`config.mk`:
```
export PLATFORM = sky130hd
export DESIGN_NAME = rc4_ctrl
export DESIGN_NICKNAME = d
export VERILOG_FILES = /design/src/rtl/rc4_pkg.sv /design/src/rtl/rc4_ctrl.sv
export VERILOG_INCLUDE_DIRS = /design/src /design/src/rtl
export SDC_FILE = /design/constraint.sdc
export NUM_CORES = 1
export LEC_CHECK = 0
export ABC_AREA = 1
export CORE_AREA = 4 4 41 43
export DETAILED_ROUTE_END_ITERATION = 8
export DIE_AREA = 0 0 45 47
export DONT_BUFFER_PORTS = 1
export PLACE_DENSITY = 0.61
export SKIP_CTS_REPAIR_TIMING = 1
export SLEW_MARGIN = 40
export SYNTH_ARGS = -nofsm -noshare
export SYNTH_HDL_FRONTEND = slang
export SYNTH_SLANG_ARGS = --single-unit
```
`constraint.sdc`:
```
create_clock -name clk -period 1.7 [get_ports clk]
set_input_delay 0.085 -clock clk [delete_from_list [all_inputs] [get_ports clk]]
set_output_delay 0.085 -clock clk [all_outputs]
set_load 0.02 [all_outputs]
```
`src/rtl/assert_macros.svh`:
```
// ============================================================================
// assert_macros.svh
// Shared concurrent assertion macros, clocked on clk with async reset rst_n.
// ============================================================================
`ifndef ASSERT_MACROS_SVH
`define ASSERT_MACROS_SVH

// same-cycle implication, checked out of reset
`define RC4_ASSERT_IMP(label, ante, cons, msg) \
    label: assert property (@(posedge clk) disable iff (!rst_n) (ante) |-> (cons)) \
        else $error(msg);

// next-cycle implication, checked out of reset
`define RC4_ASSERT_NXT(label, ante, cons, msg) \
    label: assert property (@(posedge clk) disable iff (!rst_n) (ante) |=> (cons)) \
        else $error(msg);

`endif

```
`src/rtl/rc4_pkg.sv`:
```
// ============================================================================
// rc4_pkg
// Constants, types and the controller-to-datapath command bundle of the
// stream cipher.
// ============================================================================
package rc4_pkg;

    // key store geometry
    localparam int unsigned KEY_DEPTH = 256;
    localparam int unsigned KEY_CNT_W = $clog2(KEY_DEPTH + 1);
    localparam int unsigned KEY_AW    = (KEY_DEPTH > 1) ? $clog2(KEY_DEPTH) : 1;

    // permutation geometry
    localparam int unsigned PERM_DEPTH = 256;
    localparam int unsigned BYTE_W     = 8;

    typedef logic [BYTE_W-1:0]    byte_t;
    typedef logic [KEY_CNT_W-1:0] key_cnt_t;
    typedef logic [KEY_AW-1:0]    key_addr_t;

    localparam key_cnt_t KEY_FULL = key_cnt_t'(KEY_DEPTH);
    localparam byte_t    LAST_STEP = byte_t'(PERM_DEPTH - 1);

    // item opcodes
    localparam logic OP_KEY  = 1'b0;
    localparam logic OP_DATA = 1'b1;

    // permutation read address select
    typedef enum logic [2:0] {
        RD_HOLD       = 3'd0,
        RD_GEN_NEXT_I = 3'd1,
        RD_GEN_J_NEW  = 3'd2,
        RD_SUM_T      = 3'd3,
        RD_KS_N       = 3'd4,
        RD_KS_ACC     = 3'd5
    } rd_sel_t;

    // permutation write select
    typedef enum logic [2:0] {
        WR_NONE   = 3'd0,
        WR_GEN_I  = 3'd1,
        WR_GEN_J  = 3'd2,
        WR_KS_N   = 3'd3,
        WR_KS_ACC = 3'd4
    } wr_sel_t;

    // command bundle from controller to datapath
    typedef struct packed {
        logic    key_wr;        // store key byte if room
        logic    sched_start;   // latch key length, reset pointers and table
        logic    data_load;     // latch data byte, advance i
        logic    a_capture;     // capture read data into a
        logic    t_capture;     // capture sum index and second read data
        logic    gen_j_update;  // j += S[i]
        logic    acc_update;    // schedule accumulator step
        logic    ks_advance;    // schedule n and key position step
        logic    result_load;   // load output byte register
        rd_sel_t rd_sel;
        wr_sel_t wr_sel;
    } cmd_t;

endpackage

```
`src/rtl/rc4_ctrl.sv`:
```
// ============================================================================
// rc4_ctrl
// Controller: sequences key entry, the key schedule and keystream steps,
// and owns the handshakes of both channels.
// ============================================================================
`include "assert_macros.svh"

module rc4_ctrl (
    input  logic          clk,
    input  logic          rst_n,
    input  logic          in_valid,
    input  logic          in_opcode,
    input  logic          in_key_last,
    output logic          in_ready,
    input  logic          out_ready,
    output logic          out_valid,
    input  logic          sched_last,
    output rc4_pkg::cmd_t cmd
);

    typedef enum logic [7:0] {
        ST_IDLE      = 8'b0000_0001,
        ST_GEN_J     = 8'b0000_0010,
        ST_GEN_SWAP  = 8'b0000_0100,
        ST_GEN_OUT   = 8'b0000_1000,
        ST_KS_READ   = 8'b0001_0000,
        ST_KS_ACC    = 8'b0010_0000,
        ST_KS_WR_N   = 8'b0100_0000,
        ST_KS_WR_ACC = 8'b1000_0000
    } state_t;

    state_t state_reg;
    state_t state_next;
    logic   out_valid_reg;
    logic   out_valid_next;
    logic   in_beat;
    logic   out_beat;

    assign in_ready  = (state_reg == ST_IDLE);
    assign out_valid = out_valid_reg;
    assign in_beat   = in_valid && in_ready;
    assign out_beat  = out_valid_reg && out_ready;

    // next state and commands
    always_comb
    begin
        state_next = state_reg;
        cmd        = '0;
        cmd.rd_sel = rc4_pkg::RD_HOLD;
        cmd.wr_sel = rc4_pkg::WR_NONE;
        unique case (state_reg)
            ST_IDLE:
            begin
                cmd.rd_sel = rc4_pkg::RD_GEN_NEXT_I;
                if (in_beat)
                begin
                    if (in_opcode == rc4_pkg::OP_DATA)
                    begin
                        cmd.data_load = 1'b1;
                        state_next    = ST_GEN_J;
                    end
                    else
                    begin
                        cmd.key_wr = 1'b1;
                        if (in_key_last)
                        begin
                            cmd.sched_start = 1'b1;
                            state_next      = ST_KS_READ;
                        end
                    end
                end
            end
            ST_GEN_J:
            begin
                cmd.a_capture    = 1'b1;
                cmd.gen_j_update = 1'b1;
                cmd.rd_sel       = rc4_pkg::RD_GEN_J_NEW;
                state_next       = ST_GEN_SWAP;
            end
            ST_GEN_SWAP:
            begin
                cmd.t_capture = 1'b1;
                cmd.wr_sel    = rc4_pkg::WR_GEN_I;
                cmd.rd_sel    = rc4_pkg::RD_SUM_T;
                state_next    = ST_GEN_OUT;
            end
            ST_GEN_OUT:
            begin
                cmd.wr_sel = rc4_pkg::WR_GEN_J;
                if (!out_valid_reg || out_ready)
                begin
                    cmd.result_load = 1'b1;
                    state_next      = ST_IDLE;
                end
            end
            ST_KS_READ:
            begin
                cmd.rd_sel = rc4_pkg::RD_KS_N;
                state_next = ST_KS_ACC;
            end
            ST_KS_ACC:
            begin
                cmd.a_capture  = 1'b1;
                cmd.acc_update = 1'b1;
                cmd.rd_sel     = rc4_pkg::RD_KS_ACC;
                state_next     = ST_KS_WR_N;
            end
            ST_KS_WR_N:
            begin
                cmd.wr_sel = rc4_pkg::WR_KS_N;
                state_next = ST_KS_WR_ACC;
            end
            ST_KS_WR_ACC:
            begin
                cmd.wr_sel     = rc4_pkg::WR_KS_ACC;
                cmd.ks_advance = 1'b1;
                state_next     = sched_last ? ST_IDLE : ST_KS_READ;
            end
            default:
            begin
                state_next = ST_IDLE;
            end
        endcase
    end

    // output valid flag
    always_comb
    begin
        out_valid_next = out_valid_reg;
        if (cmd.result_load)
        begin
            out_valid_next = 1'b1;
        end
        else if (out_beat)
        begin
            out_valid_next = 1'b0;
        end
    end

    // control registers
    always_ff @(posedge clk or negedge rst_n)
    begin
        if (!rst_n)
        begin
            state_reg     <= ST_IDLE;
            out_valid_reg <= 1'b0;
        end
        else
        begin
            state_reg     <= state_next;
            out_valid_reg <= out_valid_next;
        end
    end

    // a result appears only after a keystream step
    `RC4_ASSERT_IMP(a_result_src, $rose(out_valid_reg), $past(state_reg == ST_GEN_OUT), "result without keystream step")
    // a last key byte starts the schedule
    `RC4_ASSERT_NXT(a_sched_go, in_beat && in_opcode == rc4_pkg::OP_KEY && in_key_last, state_reg == ST_KS_READ, "key schedule not started")
    // a data byte starts a keystream step
    `RC4_ASSERT_NXT(a_gen_go, in_beat && in_opcode == rc4_pkg::OP_DATA, state_reg == ST_GEN_J, "keystream step not started")
    // a free output register takes the result at once
    `RC4_ASSERT_NXT(a_gen_done, state_reg == ST_GEN_OUT && !out_valid_reg, out_valid_reg && state_reg == ST_IDLE, "result not delivered")

endmodule

```
==> results of run 1 <==
## critical path, cell delays in order (launching register included)
cell and delay, ns:
dfstp_2 0.55, nand2_2 0.06, nor2_2 0.13, and2_4 0.24, nand2_1 0.13, nor2_4 0.17
## cells in the final DEF (no fill, tap or decap)
cell type,synthesis,routed
inv_1,19,18
nand3_1,4,4
clkbuf_4,0,3
clkbuf_1,0,1
dfstp_2,1,1
and2_4,1,1
dlygate4sd3_1,0,2
buf_4,1,2
dfrtp_1,8,8
nand2_2,5,7
nand2_1,21,19
o21ai_0,1,1
nor2_1,21,18
inv_2,4,5
a21oi_2,2,2
nor2_2,2,2
nand4_1,2,2
nand2_4,1,1
nor2_4,2,5
## kinds of logic (layout without fill, tap and decap cells)
kind of cell    Yosys count  after routing  share of synthesized area (%)
simple gates             59             59                           43.8
buf+inv                  25             31                           16.7
flops                     9              9                           35.9
compound gates            3              3                           3.57
## layer usage
metal / wire (microns) / up-vias / share of wire (%) / global-route usage, %
met3: 127 / 5 / 9.7 / 4.21
li1: - / 291 / - / -
met1: 595 / 231 / 45 / 18.9
met5: 0 / - / 0 / 0
met4: 29 / 0 / 2.2 / 8.77
met2: 562 / 27 / 43 / 21.5
## area by class of cell
cell class              count  area [sq um]
well taps                  15          18.8
repair buffers              4          35.0
fillers                   141           582
inverters                  23          86.3
flip-flops and latches      9           226
clock buffers               4          26.3
multi-input cells          62           327
## synthesized netlist by cell type (all sizes together)
| cell type | number | area share, % |
|---|---|---|
| nand3 | 4 | 3.2 |
| a21oi | 2 | 2.8 |
| dfstp | 1 | 4.2 |
| inv | 23 | 14 |
| buf | 2 | 3.0 |
| nor2 | 25 | 18 |
| nand4 | 2 | 2.0 |
| o21ai | 1 | 0.79 |
| nand2 | 27 | 19 |
| and2 | 1 | 1.4 |
| dfrtp | 8 | 32 |
## how the worst min path moves through the flow
stage,startpoint,endpoint,slack (ns)
2_1_floorplan,rst_n,out_valid,-0.21
3_3_place_gp,rst_n,state_reg[1],-0.21
3_5_place_dp,rst_n,state_reg[1],-0.21
4_1_cts,rst_n,state_reg[4],-0.49
5_1_grt,sched_last,state_reg[4],0.03
6_report,sched_last,state_reg[4],0.02
## stage by stage
stage	area [sq um]	total power, W	worst slack [ns]
after floorplan	631	0.000894	0.263
after detailed placement	646	0.000950	0.228
after global placement	646	0.000930	0.256
final	719	0.00116	0.0730
after global routing	719	0.00126	-0.0289
after CTS	672	0.00112	-0.0544
## power by group through the flow
stage               clock (W)  combinational [W]  sequential (W)
floorplan                   0           0.000592        0.000302
global placement            0           0.000625        0.000306
detailed placement          0           0.000644        0.000307
CTS                  0.000171           0.000644        0.000303
global route         0.000185           0.000761        0.000310
finish               0.000167           0.000688        0.000302
==> results.cfg, run 1 <==
[outcome]
outcome = finished clean

[worst_setup_path]
r2r-end = state_reg[0]
reg2reg_depth = 8
timing.rr.start = state_reg[0]
crit_start = state_reg[0]
r2r_setup_slack_ns = 0.32
setup.worst_path.end = cmd[14]
cp-start-kind = flip-flop
required_ns = 1.62
crit_fanout = 5
cp_data_arrival_time_ns = 1.54
path_class = flip-flop to output pin
cp-end-kind = output pin

[sta]
tns_ns = 0
final_max_slew_viol_count = 0
min_period_over_period_pct = 95.7
final_hold_viol_count = 0
max_freq_mhz = 615
min_period_ns = 1.63
slew_headroom_pct = 71.3
finalClockSkew_ns = 0.00296
rsz0062_at_grt = yes
worst_pin_slew_ns = 0.429
setup_viol = 0
timing.hold.ws_ns = 0.0170

[synthesis]
ys_seq_elements = 9
synth_area_sq_um = 631
yosys.cell_types.count = 17
synth_nets = 103
netlist_instances = 96
ys_seq_area_share_pct = 35.9
syn_avg_cell_area_sq_um = 6.57
synth-warning-count = 0

[route]
drtIter0Drc = 4
first_pass_iters = 4
drtAntennaViolNets = 0
wl_mm = 1.31
route.detailed.drc = 0
wl_per_cell_microns = 11.2
viasPerCell = 4.74
vias = 554

[die]
num_rows = 13
die_w_microns = 45
start_util_pct = 48.5
ios = 24
fp.coreArea_sq_um = 1300
dieHeight_microns = 47
die_area_sq_um = 2120

[final_layout]
drive_above_1_share_pct = 28.4
antenna_cells = 0
fin_util_pct = 55.3
nets = 110
final_cells = 117
syn_to_final_growth_pct = 14.1
largest_reg_flops = 8

[cts]
cts_buffers = 3
h-tree-depth = 1
cts_root_buf = clkbuf_4
path_clk_slew_ns = 0.06
clk_path_buf_depth = 2
clock-sinks = 9
cts_tree = built
clock_latency_ns = 0.26

[placement]
place.gp.congestion = 0.775
place.port_buffers = 0
place_inst = 111
hpwlAfterDp_mm = 1.08

[hold_path]
hold_class = input pin to flip-flop
holdPathStages = 3

[pwr]
p_switching_w = 0.000576
ir_worst_vdd_v = 0.000782
seq_power_share_pct = 26.1
p_sw_share_pct = 49.8
clockPowerShare_pct = 14.5
intPower_w = 0.000581
p_comb_share_pct = 59.4
p_per_area_nw_per_um2 = 1610
leakagePower_nw = 0.465

[run]
max-cap-violations = 0

[global_routing]
first_global_vias = 487
grt_first_pass_wirelength_mm = 2.17
grt_max_degree = 10
grt_overflow = 0
grt_usage_pct = 14.6
antenna_found_initial = 0
Power figures use the tool's default switching activity.
==> run 2: changes to the inputs <==
ABC_AREA = 0   (was 1)
PLACE_DENSITY = 0.58   (was 0.61)
==> run 2 against run 1 <==
The flow now finishes with violations (setup timing). Die area unchanged. Sequential power rose by 9.3%. Design area grew 27%. Clock-buffer cell count is 1 lower. Worst hold slack gained 0.028 ns. Register-to-register slack got worse by 0.28 ns. Critical path type unchanged.
==> results.cfg, run 2 <==
[outcome]
outcome = finished with violations
failed_checks = setup timing

[worst_setup_path]
crit_path_top_delay_cell = dfrtp_1
cp-end-kind = output pin
cp-start-kind = flip-flop
cp_data_arrival_time_ns = 1.88
critical-path-max-stage-delay_ns = 0.47
path_depth = 5
crit_buf_inv = 0
reg2reg_depth = 7
critPathTopFamily = simple AND/OR/NAND/NOR gates
path_class = flip-flop to output pin
path_cells = or4_4, nor4_4, nand2_2, nor2_4, and2_4
required_ns = 1.62
crit_fanout = 5

[pwr]
seq_power_share_pct = 21.9
p_sw_share_pct = 42.8
ir_worst_vdd_v = 0.00124
intPower_w = 0.000863
leakagePower_nw = 0.492
p_comb_share_pct = 66.6
p_per_area_nw_per_um2 = 1660
p_switching_w = 0.000645
clockPowerShare_pct = 11.6

[sta]
setup_slack_ns = -0.267
min_period_over_period_pct = 116
final_hold_viol_count = 0
rsz0062_at_grt = yes
worst_pin_slew_ns = 0.440
timing.hold.ws_ns = 0.0453
max_freq_mhz = 508
slew_headroom_pct = 70.6
final_max_slew_viol_count = 0
finalClockSkew_ns = 0.00209
min_period_ns = 1.97
setup_viol = 11

[cts]
path_clk_slew_ns = 0.07
h-tree-depth = 1
clock-sinks = 9
cts_root_buf = clkbuf_4
clk_path_buf_depth = 2
cts_buffers = 3
clock_latency_ns = 0.27
cts_tree = built

[synthesis]
synth-simple-area-share_pct = 45.7
synth-warning-count = 0
ys_seq_elements = 9
yosys.area_share.xor_xnor_pct = 2.94
netlist_instances = 67
synth_top_family_by_area = simple AND/OR/NAND/NOR gates
synth.area.mux_share_pct = 0
synth_nets = 74
yosysTopAreaCell = dfrtp_1
synthTopCellsByCount = dfrtp_1 (8), inv_1 (7), nand2_1 (6), nor2_1 (4)
syn_avg_cell_area_sq_um = 8.91
yosys.cell_types.count = 31
synth_top_area_share_pct = 33.5
synth_area_sq_um = 597
synth-edff-count = 0
synth_flop_cell = dfrtp_1
synthAdderAreaFrac_pct = 0
synth_most_common_cell = dfrtp_1
yosys-top-cells-area = dfrtp_1 (34%), dfstp_2 (4.4%), inv_1 (4.4%), and4_1 (4.4%), nand2_1 (3.8%)
synth-async-reset-ratio_pct = 100
synth_compound_area_share_pct = 5.87
ys_seq_area_share_pct = 37.9

[global_routing]
use_met1_pct = 21.5
top_usage_layer = met2
grt_first_pass_wirelength_mm = 2.53
grt_max_degree = 10
antenna_found_initial = 0
grt_overflow = 0
grt_usage_pct = 17.1
gr-usage-met3_pct = 7.66
grt_use_met2_pct = 25.1
first_global_vias = 547

[route]
route.detailed.drc = 0
wl_per_cell_microns = 16.2
viasPerCell = 5.64
drtIter0Drc = 19
vias = 626
wl_mm = 1.80
first_pass_iters = 4
drtAntennaViolNets = 0

[placement]
place.port_buffers = 0
place_inst = 92
place.gp.congestion = 0.798
place_worst_setup_slack_ns = 0.0677
hpwlAfterDp_mm = 1.14

[run]
max-cap-violations = 0

[final_layout]
multi_input_area_sq_um = 383
final_cells = 111
final_cell_mix = buf_4 (19), dfrtp_1 (7), inv_1 (6)
largest_reg_flops = 8
fillers = 98
drive_above_1_share_pct = 49.0
register_area_sq_um = 228
syn_to_final_growth_pct = 52.6
nets = 104
layout_commonest_cell = buf_4
antenna_cells = 0
fin_util_pct = 70.0

[die]
die_w_microns = 45
die_area_sq_um = 2120
dieHeight_microns = 47
num_rows = 13
ios = 24
start_util_pct = 45.9
fp.coreArea_sq_um = 1300

[hold_path]
holdPathStages = 2
hold_class = input pin to flip-flop
## run 2: cell count changes in the layout (fill, tap and decap cells not counted), sizes merged, moves of 3 or more
cell	previous run	this run
nand3	4	1
nor4	0	3
inv	23	7
nand2	27	7
nor2	25	5
buf	2	23
and4	0	3
nor3	0	3
## run 2: metrics by stage
step	instance area (sq um)	TNS [ns]	power, W
5_1_grt	911	-2.57	0.00160
2_1_floorplan	604	-0.221	0.000844
4_1_cts	722	-1.20	0.00124
6_report	911	-1.43	0.00151
3_3_place_gp	694	0	0.00104
3_5_place_dp	694	0	0.00106
## run 2: per-layer routing
layer  wire, microns  vias up
li1                -      299
met1             682      297
met2             996       28
met3             111        2
met4               9        0
met5               0        -
## run 2: worst paths after layout
kind | start | end | slack [ns]
hold reg to reg | out_valid | out_valid | 0.69
setup reg to reg | state_reg[3] | state_reg[0] | 0.04
min in group asynchronous | rst_n | state_reg[3] | 0.19
hold / removal | out_ready | out_valid | 0.05
max in group asynchronous | rst_n | state_reg[0] | 1.18
setup / recovery | state_reg[2] | cmd[13] | -0.27
## run 2: logic make-up (layout without fill, tap and decap cells)
group,count (synthesis),after routing
simple gates,41,41
flops,9,9
buf+inv,9,38
compound gates,6,6
xor+xnor,2,2
## run 2: area by class of cell
| class | instances | share of cell area, % |
|---|---|---|
| Tap cell | 15 | 2.06 |
| Timing Repair Buffer | 27 | 25.0 |
| Clock inverter | 1 | 0.549 |
| Clock buffer | 3 | 2.47 |
| Multi-Input combinational cell | 49 | 42.0 |
| Inverter | 7 | 2.88 |
| Sequential cell | 9 | 25.0 |
## run 2: power groups by stage
| stage | registers [W] | logic [W] | clock network [W] |
|---|---|---|---|
| 2_1_floorplan | 0.000321 | 0.000523 | 0 |
| 3_3_place_gp | 0.000320 | 0.000724 | 0 |
| 3_5_place_dp | 0.000325 | 0.000733 | 0 |
| 4_1_cts | 0.000322 | 0.000741 | 0.000180 |
| 5_1_grt | 0.000333 | 0.00108 | 0.000191 |
| 6_report | 0.000330 | 0.00100 | 0.000175 |
